<file path="src/hdl/msetb_pkg.sv">
// Shared types and constants of the timer slot bank.
package msetb_pkg;

    localparam int CMD_W = 2;
    localparam int SLOT_FIELD_W = 4;
    localparam int TIME_W = 32;
    localparam int KIND_W = 2;
    localparam int STATUS_W = 2;
    localparam int MAX_RES = 16;
    localparam int RES_CNT_W = 5;

    localparam logic [CMD_W-1:0] CMD_ADD = 2'd0;
    localparam logic [CMD_W-1:0] CMD_REMOVE = 2'd1;
    localparam logic [CMD_W-1:0] CMD_TICK = 2'd2;
    localparam logic [CMD_W-1:0] CMD_QUERY = 2'd3;

    localparam logic [KIND_W-1:0] KIND_ADD = 2'd0;
    localparam logic [KIND_W-1:0] KIND_REMOVE = 2'd1;
    localparam logic [KIND_W-1:0] KIND_EXPIRY = 2'd2;
    localparam logic [KIND_W-1:0] KIND_PROGRESS = 2'd3;

    localparam logic [STATUS_W-1:0] STATUS_OK = 2'd0;
    localparam logic [STATUS_W-1:0] STATUS_FULL = 2'd1;
    localparam logic [STATUS_W-1:0] STATUS_BAD_SLOT = 2'd2;

    typedef struct packed {
        logic load;
        logic reply;
        logic step;
        logic flush;
    } ctl_t;

    typedef struct packed {
        logic out_free;
        logic stall;
        logic sweep_end;
        logic stage_valid;
    } sts_t;

endpackage

</file>
<file path="src/hdl/msetb_ifs.sv">
// Valid/ready channel interfaces for the command and result streams.
interface msetb_in_if;
    logic valid;
    logic ready;
    logic [1:0] command;
    logic [3:0] slot;
    logic [31:0] period;
    logic repeat_req;
    logic [31:0] delta;

    modport source (output valid, output command, output slot, output period,
                    output repeat_req, output delta, input ready);
    modport sink (input valid, input command, input slot, input period,
                  input repeat_req, input delta, output ready);
endinterface

interface msetb_out_if;
    logic valid;
    logic ready;
    logic [1:0] kind;
    logic [3:0] slot_out;
    logic [1:0] status;
    logic [31:0] progress;
    logic last;

    modport source (output valid, output kind, output slot_out, output status,
                    output progress, output last, input ready);
    modport sink (input valid, input kind, input slot_out, input status,
                  input progress, input last, output ready);
endinterface

</file>
<file path="src/hdl/multi_slot_event_timer_bank.sv">
// Top level of the timer slot bank: controller, datapath and checks.
//
//   Channel  Role    Transfer carries
//   req      sink    command, slot, period, repeat_req, delta
//   rsp      source  kind, slot_out, status, progress, last
//
// Add, remove and query wait in the REPLY state until rsp is free; the result is then registered.
// A tick sweeps the slot table through the RAM's read and write ports, one slot per
// cycle while rsp does not stall a pending expiry, then flushes the last staged expiry.
// The block takes a new command only when the previous one has fully finished.
// Reset clears the used flags and all control state; the table RAM is not cleared.
module multi_slot_event_timer_bank #(
    parameter int NUM_SLOTS = 16
) (
    input  logic       clk,
    input  logic       rst_n,
    msetb_in_if.sink   req,
    msetb_out_if.source rsp
);
    import msetb_pkg::*;

    ctl_t ctl;
    sts_t sts;

    msetb_ctrl u_ctrl (
        .clk         (clk),
        .rst_n       (rst_n),
        .req_valid   (req.valid),
        .req_is_tick (req.command == CMD_TICK),
        .req_ready   (req.ready),
        .sts         (sts),
        .ctl         (ctl)
    );

    msetb_dp #(
        .NUM_SLOTS (NUM_SLOTS)
    ) u_dp (
        .clk        (clk),
        .rst_n      (rst_n),
        .ctl        (ctl),
        .sts        (sts),
        .command    (req.command),
        .slot       (req.slot),
        .period     (req.period),
        .repeat_req (req.repeat_req),
        .delta      (req.delta),
        .out_valid  (rsp.valid),
        .out_ready  (rsp.ready),
        .kind       (rsp.kind),
        .slot_out   (rsp.slot_out),
        .status     (rsp.status),
        .progress   (rsp.progress),
        .last       (rsp.last)
    );

    a_busy_after_transfer: assert property (@(posedge clk) disable iff (!rst_n)
        (req.valid && req.ready) |=> !req.ready)
        else $error("command accepted while the previous one is still in progress");

    a_reply_is_last: assert property (@(posedge clk) disable iff (!rst_n)
        (rsp.valid && rsp.kind != KIND_EXPIRY) |-> rsp.last)
        else $error("single reply without last mark");

    a_expiry_fields: assert property (@(posedge clk) disable iff (!rst_n)
        (rsp.valid && rsp.kind == KIND_EXPIRY) |-> (rsp.status == STATUS_OK && rsp.progress == '0))
        else $error("expiry result with nonzero status or progress");

    a_full_slot_zero: assert property (@(posedge clk) disable iff (!rst_n)
        (rsp.valid && rsp.status == STATUS_FULL) |-> (rsp.kind == KIND_ADD && rsp.slot_out == '0))
        else $error("table full status on a wrong result");

endmodule

</file>
<file path="src/hdl/msetb_ram.sv">
// Generic single-write, single-read RAM with registered read data.
module msetb_ram #(
    parameter int WIDTH = 8,
    parameter int DEPTH = 16
) (
    input  logic                     clk,
    input  logic                     we,
    input  logic [$clog2(DEPTH)-1:0] waddr,
    input  logic [WIDTH-1:0]         wdata,
    input  logic                     re,
    input  logic [$clog2(DEPTH)-1:0] raddr,
    output logic [WIDTH-1:0]         rdata
);

    logic [WIDTH-1:0] mem [DEPTH];
    logic [WIDTH-1:0] rdata_reg;

    always_ff @(posedge clk)
    begin
        if (we)
        begin
            mem[waddr] <= wdata;
        end
        if (re)
        begin
            rdata_reg <= mem[raddr];
        end
    end

    assign rdata = rdata_reg;

endmodule

</file>
<file path="src/hdl/msetb_ctrl.sv">
// Controller state machine that sequences replies and the tick sweep.
module msetb_ctrl (
    input  logic          clk,
    input  logic          rst_n,
    input  logic          req_valid,
    input  logic          req_is_tick,
    output logic          req_ready,
    input  msetb_pkg::sts_t sts,
    output msetb_pkg::ctl_t ctl
);
    import msetb_pkg::*;

    typedef enum logic [3:0] {
        ST_IDLE  = 4'b0001,
        ST_REPLY = 4'b0010,
        ST_SWEEP = 4'b0100,
        ST_FLUSH = 4'b1000
    } state_t;

    state_t state_reg;
    state_t state_next;

    always_comb
    begin
        state_next = state_reg;
        ctl = '0;
        req_ready = 1'b0;
        unique case (state_reg)
            ST_IDLE:
            begin
                req_ready = 1'b1;
                if (req_valid)
                begin
                    ctl.load = 1'b1;
                    state_next = req_is_tick ? ST_SWEEP : ST_REPLY;
                end
            end
            ST_REPLY:
            begin
                if (sts.out_free)
                begin
                    ctl.reply = 1'b1;
                    state_next = ST_IDLE;
                end
            end
            ST_SWEEP:
            begin
                ctl.step = 1'b1;
                if (!sts.stall && sts.sweep_end)
                begin
                    state_next = ST_FLUSH;
                end
            end
            ST_FLUSH:
            begin
                if (!sts.stage_valid)
                begin
                    state_next = ST_IDLE;
                end
                else if (sts.out_free)
                begin
                    ctl.flush = 1'b1;
                    state_next = ST_IDLE;
                end
            end
            default:
            begin
                state_next = ST_IDLE;
            end
        endcase
    end

    always_ff @(posedge clk or negedge rst_n)
    begin
        if (!rst_n)
        begin
            state_reg <= ST_IDLE;
        end
        else
        begin
            state_reg <= state_next;
        end
    end

endmodule

</file>
<file path="src/hdl/msetb_dp.sv">
// Datapath: slot table, tick arithmetic, expiry staging and result register.
module msetb_dp #(
    parameter int NUM_SLOTS = 16
) (
    input  logic                                 clk,
    input  logic                                 rst_n,
    input  msetb_pkg::ctl_t                      ctl,
    output msetb_pkg::sts_t                      sts,
    input  logic [msetb_pkg::CMD_W-1:0]          command,
    input  logic [msetb_pkg::SLOT_FIELD_W-1:0]   slot,
    input  logic [msetb_pkg::TIME_W-1:0]         period,
    input  logic                                 repeat_req,
    input  logic [msetb_pkg::TIME_W-1:0]         delta,
    output logic                                 out_valid,
    input  logic                                 out_ready,
    output logic [msetb_pkg::KIND_W-1:0]         kind,
    output logic [msetb_pkg::SLOT_FIELD_W-1:0]   slot_out,
    output logic [msetb_pkg::STATUS_W-1:0]       status,
    output logic [msetb_pkg::TIME_W-1:0]         progress,
    output logic                                 last
);
    import msetb_pkg::*;

    localparam int SLOT_W = $clog2(NUM_SLOTS);
    localparam int CMP_W = ((SLOT_W > SLOT_FIELD_W) ? SLOT_W : SLOT_FIELD_W) + 1;
    localparam int WORD_W = 1 + 2 * TIME_W;

    logic [NUM_SLOTS-1:0] used_reg, used_next;
    logic [CMD_W-1:0] cmd_reg, cmd_next;
    logic [SLOT_FIELD_W-1:0] slot_reg, slot_next;
    logic [SLOT_W-1:0] slot_idx_reg, slot_idx_next;
    logic in_range_reg, in_range_next;
    logic [TIME_W-1:0] period_reg, period_next;
    logic repeat_reg, repeat_next;
    logic [TIME_W-1:0] delta_reg, delta_next;
    logic [SLOT_W-1:0] idx_reg, idx_next;
    logic stage_valid_reg, stage_valid_next;
    logic [SLOT_W-1:0] stage_idx_reg, stage_idx_next;
    logic [RES_CNT_W-1:0] res_cnt_reg, res_cnt_next;
    logic out_valid_reg, out_valid_next;
    logic [KIND_W-1:0] kind_reg, kind_next;
    logic [SLOT_FIELD_W-1:0] slot_out_reg, slot_out_next;
    logic [STATUS_W-1:0] status_reg, status_next;
    logic [TIME_W-1:0] progress_reg, progress_next;
    logic last_reg, last_next;

    logic [CMP_W-1:0] slot_wide;
    logic [CMP_W-1:0] stage_wide;
    logic [CMP_W-1:0] free_wide;
    logic in_range_now;
    logic ram_we, ram_re;
    logic [SLOT_W-1:0] ram_waddr, ram_raddr;
    logic [WORD_W-1:0] ram_wdata, ram_rdata;
    logic rd_repeat;
    logic [TIME_W-1:0] rd_period, rd_elapsed;
    logic [TIME_W:0] sum;
    logic [TIME_W-1:0] sat_elapsed;
    logic cur_used, hit, report, out_free, stall, step_go, sweep_end;
    logic free_found;
    logic [SLOT_W-1:0] free_idx;
    logic slot_ok;

    msetb_ram #(
        .WIDTH (WORD_W),
        .DEPTH (NUM_SLOTS)
    ) u_table (
        .clk   (clk),
        .we    (ram_we),
        .waddr (ram_waddr),
        .wdata (ram_wdata),
        .re    (ram_re),
        .raddr (ram_raddr),
        .rdata (ram_rdata)
    );

    assign slot_wide = CMP_W'(slot);
    assign in_range_now = slot_wide < CMP_W'(NUM_SLOTS);
    assign {rd_repeat, rd_period, rd_elapsed} = ram_rdata;

    assign sum = {1'b0, rd_elapsed} + {1'b0, delta_reg};
    assign sat_elapsed = sum[TIME_W] ? '1 : sum[TIME_W-1:0];
    assign cur_used = used_reg[idx_reg];
    assign hit = cur_used && (sat_elapsed >= rd_period);
    assign report = hit && (res_cnt_reg < RES_CNT_W'(MAX_RES));
    assign out_free = !out_valid_reg || out_ready;
    assign stall = report && stage_valid_reg && !out_free;
    assign step_go = ctl.step && !stall;
    assign sweep_end = idx_reg == SLOT_W'(NUM_SLOTS - 1);
    assign slot_ok = in_range_reg && used_reg[slot_idx_reg];

    assign stage_wide = CMP_W'(stage_idx_reg);
    assign free_wide = CMP_W'(free_idx);

    always_comb
    begin
        free_found = 1'b0;
        free_idx = '0;
        for (int i = NUM_SLOTS - 1; i >= 0; i--)
        begin
            if (!used_reg[i])
            begin
                free_found = 1'b1;
                free_idx = SLOT_W'(i);
            end
        end
    end

    always_comb
    begin
        used_next = used_reg;
        cmd_next = cmd_reg;
        slot_next = slot_reg;
        slot_idx_next = slot_idx_reg;
        in_range_next = in_range_reg;
        period_next = period_reg;
        repeat_next = repeat_reg;
        delta_next = delta_reg;
        idx_next = idx_reg;
        stage_valid_next = stage_valid_reg;
        stage_idx_next = stage_idx_reg;
        res_cnt_next = res_cnt_reg;
        out_valid_next = out_valid_reg && !out_ready;
        kind_next = kind_reg;
        slot_out_next = slot_out_reg;
        status_next = status_reg;
        progress_next = progress_reg;
        last_next = last_reg;
        ram_we = 1'b0;
        ram_waddr = idx_reg;
        ram_wdata = {rd_repeat, rd_period, sat_elapsed};
        ram_re = 1'b0;
        ram_raddr = SLOT_W'(idx_reg + 1'b1);

        if (ctl.load)
        begin
            cmd_next = command;
            slot_next = slot;
            slot_idx_next = slot_wide[SLOT_W-1:0];
            in_range_next = in_range_now;
            period_next = period;
            repeat_next = repeat_req;
            delta_next = delta;
            idx_next = '0;
            stage_valid_next = 1'b0;
            res_cnt_next = '0;
            ram_re = (command == CMD_TICK) || in_range_now;
            ram_raddr = (command == CMD_TICK) ? '0 : slot_wide[SLOT_W-1:0];
        end

        if (ctl.reply)
        begin
            out_valid_next = 1'b1;
            last_next = 1'b1;
            progress_next = '0;
            status_next = STATUS_OK;
            slot_out_next = slot_reg;
            unique case (cmd_reg)
                CMD_ADD:
                begin
                    kind_next = KIND_ADD;
                    if (free_found)
                    begin
                        slot_out_next = free_wide[SLOT_FIELD_W-1:0];
                        used_next[free_idx] = 1'b1;
                        ram_we = 1'b1;
                        ram_waddr = free_idx;
                        ram_wdata = {repeat_reg, period_reg, {TIME_W{1'b0}}};
                    end
                    else
                    begin
                        slot_out_next = '0;
                        status_next = STATUS_FULL;
                    end
                end
                CMD_REMOVE:
                begin
                    kind_next = KIND_REMOVE;
                    if (slot_ok)
                    begin
                        used_next[slot_idx_reg] = 1'b0;
                    end
                    else
                    begin
                        status_next = STATUS_BAD_SLOT;
                    end
                end
                CMD_QUERY:
                begin
                    kind_next = KIND_PROGRESS;
                    if (slot_ok)
                    begin
                        progress_next = rd_elapsed;
                    end
                    else
                    begin
                        status_next = STATUS_BAD_SLOT;
                    end
                end
                default:
                begin
                    kind_next = KIND_EXPIRY;
                end
            endcase
        end

        if (step_go)
        begin
            ram_re = !sweep_end;
            idx_next = SLOT_W'(idx_reg + 1'b1);
            if (cur_used)
            begin
                ram_we = 1'b1;
                if (hit && rd_repeat)
                begin
                    ram_wdata = {rd_repeat, rd_period, sat_elapsed - rd_period};
                end
                if (hit && !rd_repeat)
                begin
                    used_next[idx_reg] = 1'b0;
                end
            end
            if (report)
            begin
                if (stage_valid_reg)
                begin
                    out_valid_next = 1'b1;
                    kind_next = KIND_EXPIRY;
                    slot_out_next = stage_wide[SLOT_FIELD_W-1:0];
                    status_next = STATUS_OK;
                    progress_next = '0;
                    last_next = 1'b0;
                end
                stage_valid_next = 1'b1;
                stage_idx_next = idx_reg;
                res_cnt_next = res_cnt_reg + 1'b1;
            end
        end

        if (ctl.flush)
        begin
            out_valid_next = 1'b1;
            kind_next = KIND_EXPIRY;
            slot_out_next = stage_wide[SLOT_FIELD_W-1:0];
            status_next = STATUS_OK;
            progress_next = '0;
            last_next = 1'b1;
            stage_valid_next = 1'b0;
        end
    end

    always_ff @(posedge clk or negedge rst_n)
    begin
        if (!rst_n)
        begin
            used_reg <= '0;
            stage_valid_reg <= 1'b0;
            out_valid_reg <= 1'b0;
            res_cnt_reg <= '0;
            idx_reg <= '0;
        end
        else
        begin
            used_reg <= used_next;
            stage_valid_reg <= stage_valid_next;
            out_valid_reg <= out_valid_next;
            res_cnt_reg <= res_cnt_next;
            idx_reg <= idx_next;
        end
    end

    always_ff @(posedge clk)
    begin
        cmd_reg <= cmd_next;
        slot_reg <= slot_next;
        slot_idx_reg <= slot_idx_next;
        in_range_reg <= in_range_next;
        period_reg <= period_next;
        repeat_reg <= repeat_next;
        delta_reg <= delta_next;
        stage_idx_reg <= stage_idx_next;
        kind_reg <= kind_next;
        slot_out_reg <= slot_out_next;
        status_reg <= status_next;
        progress_reg <= progress_next;
        last_reg <= last_next;
    end

    assign sts.out_free = out_free;
    assign sts.stall = stall;
    assign sts.sweep_end = sweep_end;
    assign sts.stage_valid = stage_valid_reg;

    assign out_valid = out_valid_reg;
    assign kind = kind_reg;
    assign slot_out = slot_out_reg;
    assign status = status_reg;
    assign progress = progress_reg;
    assign last = last_reg;

endmodule

</file>
<file path="src/flat_wrapper.sv">
// flat-port wrapper written by rule: the top's interface ports become plain ports
module multi_slot_event_timer_bank_flat import msetb_pkg::*;
#(
    parameter int NUM_SLOTS = 16
)
  (clk, rst_n, req_valid, req_command, req_slot, req_period, req_repeat_req, req_delta, req_ready, rsp_valid, rsp_kind, rsp_slot_out, rsp_status, rsp_progress, rsp_last, rsp_ready);
  msetb_in_if req_i ();
  msetb_out_if rsp_i ();
  input  logic clk;
  input  logic rst_n;
  input wire logic [$bits(req_i.valid)-1:0] req_valid;
  input wire logic [$bits(req_i.command)-1:0] req_command;
  input wire logic [$bits(req_i.slot)-1:0] req_slot;
  input wire logic [$bits(req_i.period)-1:0] req_period;
  input wire logic [$bits(req_i.repeat_req)-1:0] req_repeat_req;
  input wire logic [$bits(req_i.delta)-1:0] req_delta;
  output wire logic [$bits(req_i.ready)-1:0] req_ready;
  output wire logic [$bits(rsp_i.valid)-1:0] rsp_valid;
  output wire logic [$bits(rsp_i.kind)-1:0] rsp_kind;
  output wire logic [$bits(rsp_i.slot_out)-1:0] rsp_slot_out;
  output wire logic [$bits(rsp_i.status)-1:0] rsp_status;
  output wire logic [$bits(rsp_i.progress)-1:0] rsp_progress;
  output wire logic [$bits(rsp_i.last)-1:0] rsp_last;
  input wire logic [$bits(rsp_i.ready)-1:0] rsp_ready;
  assign req_i.valid = req_valid;
  assign req_i.command = req_command;
  assign req_i.slot = req_slot;
  assign req_i.period = req_period;
  assign req_i.repeat_req = req_repeat_req;
  assign req_i.delta = req_delta;
  assign req_ready = req_i.ready;
  assign rsp_valid = rsp_i.valid;
  assign rsp_kind = rsp_i.kind;
  assign rsp_slot_out = rsp_i.slot_out;
  assign rsp_status = rsp_i.status;
  assign rsp_progress = rsp_i.progress;
  assign rsp_last = rsp_i.last;
  assign rsp_i.ready = rsp_ready;
  multi_slot_event_timer_bank #(.NUM_SLOTS(NUM_SLOTS)) u_core (.clk(clk), .rst_n(rst_n), .req(req_i), .rsp(rsp_i));
endmodule
</file>
<file path="config.mk">
export PLATFORM = sky130hd
export DESIGN_NAME = multi_slot_event_timer_bank_flat
export DESIGN_NICKNAME = d
export VERILOG_FILES = /design/src/hdl/msetb_pkg.sv /design/src/hdl/msetb_ifs.sv /design/src/hdl/multi_slot_event_timer_bank.sv /design/src/hdl/msetb_ram.sv /design/src/hdl/msetb_ctrl.sv /design/src/hdl/msetb_dp.sv /design/src/flat_wrapper.sv
export SDC_FILE = /design/constraint.sdc
export NUM_CORES = 2
export LEC_CHECK = 0
export BUFFER_PORTS_ARGS = -buffer_cell sky130_fd_sc_hd__buf_2
export CAP_MARGIN = 10
export CELL_PAD_IN_SITES_DETAIL_PLACEMENT = 1
export CELL_PAD_IN_SITES_GLOBAL_PLACEMENT = 2
export CORE_MARGIN = 1
export CORE_UTILIZATION = 25
export CTS_BUF_LIST = sky130_fd_sc_hd__clkbuf_8
export DETAILED_ROUTE_END_ITERATION = 16
export PLACE_DENSITY = 0.52
export RECOVER_POWER = 25
export SETUP_SLACK_MARGIN = 0.05
export SKIP_LAST_GASP = 1
export SLEW_MARGIN = 20
export SYNTH_ARGS = -nofsm -noshare
export SYNTH_HDL_FRONTEND = slang
export SYNTH_HIERARCHICAL = 1
export SYNTH_SLANG_ARGS = --single-unit
</file>
<file path="constraint.sdc">
create_clock -name clk -period 25.7 [get_ports clk]
set_input_delay 2.57 -clock clk [delete_from_list [all_inputs] [get_ports clk]]
set_output_delay 2.57 -clock clk [all_outputs]
set_load 0.02 [all_outputs]
</file>
== Word-level counts from Yosys, hierarchy flattened ==
Memories as Yosys holds them, arrays and structs flattened. A register that Yosys moved wholly into a read port is not among the register bits.
Index checks and enable logic that the tools add are counted.
Operators by class
  add/subtract/negate cells: 4
  $lt $le $gt $ge: 9
  equal/unequal tests: 10
  mux-type cells: 127
  bitwise gates (word level): 5
  reductions and logical operators: 26
Operators with widths (number)
  $mux W65: 6
  $mux W32: 7
  $mux W4: 34
  $mux W16: 6
  $mux W1: 52
  $add A32 B32 Y33: 1
  $and A16 B16 Y16: 2
  $ge A32 B32 Y1: 1
  $not A16 Y16: 2
  $pmux W16 S2: 1
  $sub A32 B32 Y32: 1
  $lt A4 B5 Y1 const B: 4
  $mux W2: 9
  $or A16 B16 Y16: 1
  $pmux W4 S4: 1
  $mux W5: 3
  $logic_and A1 B1 Y1: 13
  $demux W1 S4: 3
  $ge A4 B1 Y1 const B: 3
  $bmux W1 S4: 2
  $eq A4 B4 Y1 const B: 2
  $logic_not A1 Y1: 6
  $pmux W2 S3: 1
  $add A5 B1 Y5 const B: 1
  other kinds (15): 19
Word-level totals
  bits in registers: 148
  RAM bits: 1040
  bits of input ports: 75
  output and inout port bits: 43
  word-level logic and storage cells: 200
  memories: 1
Memories
  u_core.u_dp.u_table.mem: depth 16, bits a word 65, read ports 1, clocked after memory_dff 1, wr ports 1, line msetb_ram.sv:15  | logic [WIDTH-1:0] mem [DEPTH];

== Logic depth before layout (Yosys ltp) ==
  depth in word-level cells: 28
  mapped depth: 26
  mapped depth without buffers: 24

== Modules after synthesis ==
Netlist, hierarchy kept.
Modules (own cells, without submodules)
  msetb_ram: instances 1, cells an instance 1673, area an instance 40894.2 um^2, seq. area each 33181.8 um^2
  msetb_dp: instances 1, cells an instance 1050, area an instance 9858.2 um^2, seq. area each 3748.6 um^2
  msetb_ctrl: instances 1, cells an instance 24, area an instance 247.7 um^2, seq. area each 101.3 um^2
  multi_slot_event_timer_bank: instances 1, cells an instance 1, area an instance 13.8 um^2, seq. area each 0.0 um^2

== Least setup slack after synthesis ==
Ideal clock, no wire load.
  path kind: input-to-reg
  start: in req_valid
  end: reg u_core.u_dp.u_table.rdata_reg[0], in the netlist u_core/u_dp/u_table/rdata[0] (read register of u_core.u_dp.u_table.mem), enable pin
  library setup time: 578 ps
  data arrival time: 10550 ps
  required time: 25122 ps
  slack: 14572 ps
  stages on the path: 5
  path buffers: 1
  cell sequence: nand3b_1 > nor3_1 > clkbuf_1 > nand2_1 > o21ai_0
RTL lines
  start: declaration: line flat_wrapper.sv:11  | input wire logic [$bits(req_i.valid)-1:0] req_valid;
  end: declaration: line msetb_ram.sv:16  | logic [WIDTH-1:0] rdata_reg;

==> impl_metrics.env <==
export IMPL_drc=0
export IMPL_maxCapViolCount=15
export IMPL_critPathCaptureType="flip-flop"
export IMPL_crit_type="in -> reg"
export IMPL_violations="capacitance limit, slew limit"
export IMPL_worstMarginPinSlew_ns=9.717
export IMPL_status="finished with violations"
export IMPL_rsz0062_at_grt="no"
export IMPL_r2r_start="u_core/u_ctrl/state_reg[0]"
export IMPL_cts_made_buffers=217
export IMPL_cts_buffer_depth=3
export IMPL_hold_class="reg -> reg"
export IMPL_period_share_pct=64.22
export IMPL_drt_iter0_markers=1923
export IMPL_syn_area_um2=51010
export IMPL_dpl_hpwl_um=100400
export IMPL_start_kind="input port"
export IMPL_worst_slack_ns=9.196
export IMPL_grt_pass1_wl_um=224600
export IMPL_place_ws_ns=16.96
export IMPL_final_common_cell="edfxtp_1"
export IMPL_hold_violations=0
export IMPL_power_density_nw_per_um2=103.0
export IMPL_final_nets=3164
export IMPL_rows=165
export IMPL_routed_via_density=4.632
export IMPL_drive_gt1_share_pct=21.86
export IMPL_report_final_slew_viol_count=584
export IMPL_cts_sinks=1252
export IMPL_p_leak_nw=19.05
export IMPL_ctsHoldBuffers=0
export IMPL_syn_avg_cell_area_um2=18.56
export IMPL_min_from="u_core/u_dp/stage_idx_reg[3]"
export IMPL_yosysUniqueCellTypes=78
export IMPL_ir_drop_mv=0.09002
export IMPL_syn_to_final_growth_pct=15.31
export IMPL_via_count=27230
export IMPL_grt_use_total_pct=15.43
export IMPL_synth_cells=2748
export IMPL_synth_nets=2894
export IMPL_worstSkewPairLatency_ns=1.00
export IMPL_ys_warn_count=6
export IMPL_synth_seq_cells=1252
export IMPL_die_w_um=453.7
export IMPL_grt_start_max_net_pins=137
export IMPL_grt_overflow=0
export IMPL_htreeDepth=4
export IMPL_die_h_um=453.7
export IMPL_regArea_um2=37030
export IMPL_fill_cells=20920
export IMPL_synth_edff_count=1180
export IMPL_synth_seq_area_share_pct=72.59
export IMPL_ant_nets=0
export IMPL_cts_tree="yes"
export IMPL_antenna_found_initial=20
export IMPL_clk_pin_slew_ns=0.07
export IMPL_worstSetupStartpoint="req_valid"
export IMPL_cts_root_buffer="clkbuf_8"
export IMPL_mostFrequentLayoutCells="edfxtp_1 (1180), mux4_2 (269), clkbuf_8 (224), a22oi_1 (176), nand2_1 (172)"
export IMPL_cts_resized=0
export IMPL_dieArea_um2=205900
export IMPL_ys_flop_type="edfxtp_1"
export IMPL_drt_wirelength_per_cell_um=27.15
export IMPL_crit_arrival_ns=17.10
export IMPL_dp_cells=5471
export IMPL_async_reset_ff_share_pct=2.476
export IMPL_drt_first_pass_iters=5
export IMPL_io_pins=118
export IMPL_finalSetupTns_ns=0
export IMPL_fin_crit_ns=16.50
export IMPL_io_buffer_count=117
export IMPL_fin_cells=5878
export IMPL_fmax_mhz=60.59
export IMPL_critPathRequiredTime_ns=26.29
export IMPL_post_cts_buffers=0
export IMPL_cp_max_fo=136
export IMPL_wl_um=159600
export IMPL_routabilityCongestion=0.7794
export IMPL_skew_ns=0.1167
export IMPL_core_um2=202500
export IMPL_setup_viol=0
export IMPL_largest_reg_flops=1040
export IMPL_grt_pass1_vias=29050
export IMPL_slew_headroom_pct=-547.8
export IMPL_multiInputGateArea_um2=13200
export IMPL_start_util_pct=25.19
==> cells by family (layout without fill, tap and decap cells) <==
family                     after synthesis  in the layout  share of synthesized area, %
DFF                                   1252           1252                         72.59
AOI/OAI and AO/OA                      464            464                         6.311
muxes                                  306            306                         12.68
other                                    0              8                             0
and+or+nand+nor                        419            419                         3.907
adders and majority gates               71             71                         1.771
buffers and inverters                  181            631                         1.793
xor gates and xnor gates                55             55                        0.9443
==> metrics by stage <==
stage	area (um2)	hold WS [ns]	utilization, %	power, W
after detailed placement	54950	0.4402	27.13	0.004368
after global routing	58820	0.4927	29.04	0.006357
after global placement	54940	0.4280	27.13	0.004367
final	58830	0.4488	29.05	0.006060
after floorplan	51010	0.4178	-	0.003741
after CTS	59070	0.4563	29.17	0.006131
==> path summary, 6_finish.rpt <==
kind | cells past startpoint | end | slack [ns]
max | 12 | u_core/u_dp/u_table/rdata[26] | 9.20
min | 2 | u_core/u_dp/slot_out[3] | 0.45
max reg2reg | 11 | u_core/u_dp/u_table/rdata[26] | 10.26
min reg2reg | 2 | u_core/u_dp/slot_out[3] | 0.45
max in group asynchronous | 1 | u_core/u_dp/used_reg[10] | 22.31
min in group asynchronous | 1 | u_core/u_ctrl/state_reg[3] | 2.17
==> power by group <==
| part | switching [W] | internal (W) | total [W] |
|---|---|---|---|
| Sequential | 0.0000753 | 0.00257 | 0.00264 |
| Clock | 0.000873 | 0.000855 | 0.00173 |
| Combinational | 0.00106 | 0.000627 | 0.00169 |
==> layer usage <==
metal / vias up / wire length (um) / track usage [%]
li1: 11800 / - / -
met1: 14650 / 72960 / 21.06
met2: 585 / 77410 / 25.21
met3: 189 / 6186 / 2.595
met4: 0 / 3059 / 4.228
met5: - / 0 / 0
==> worst max-delay path, cell delays in order <==
cell      delay (ns)
buf_2           0.08
nand3b_1        0.11
nor3_1          0.15
clkbuf_1        2.11
nand2_1         0.42
o22ai_1         0.38
buf_4           0.60
clkbuf_1        6.72
clkbuf_1        2.53
mux4_2          0.49
a22oi_1         0.37
nand2_1         0.30
==> cells in the mapped netlist (5+ instances only) <==
cell type	number	share of area [%]
a211o_1	5	0.086
a211oi_1	9	0.13
a21boi_0	5	0.074
a21o_1	26	0.38
a21oi_1	69	0.68
a22o_1	18	0.31
a22oi_1	176	2.6
a31oi_1	8	0.098
and2_1	11	0.13
and3_1	11	0.13
buf_1	7	0.052
buf_2	35	0.34
buf_4	15	0.22
buf_6	15	0.33
clkbuf_1	51	0.38
dfrtp_1	30	1.5
dfxtp_1	41	1.6
edfxtp_1	1180	69
ha_1	69	1.7
inv_1	55	0.40
mux2_2	33	0.73
mux4_2	269	12
nand2_1	172	1.3
nand2b_1	15	0.18
nand3_1	15	0.15
nand3b_1	11	0.16
nand4_1	7	0.086
nor2_1	96	0.71
nor2b_1	16	0.20
nor3_1	18	0.18
nor3b_1	5	0.074
o211ai_1	11	0.16
o21a_1	11	0.16
o21ai_0	64	0.63
o21bai_1	6	0.088
o22ai_1	16	0.20
or2_1	12	0.15
or3_1	9	0.11
xnor2_1	36	0.62
xor2_1	19	0.33
==> layout make-up <==
cell class	instances	share of cell area, %
clock inverters	175	1.757
diodes	8	0.03403
flip-flops and latches	1252	62.95
well taps	2672	5.683
repair buffers	176	1.529
multi-input cells	1315	22.45
inverters	56	0.3573
clock buffers	224	5.241
No activity file was read; power rests on OpenSTA's default activity.
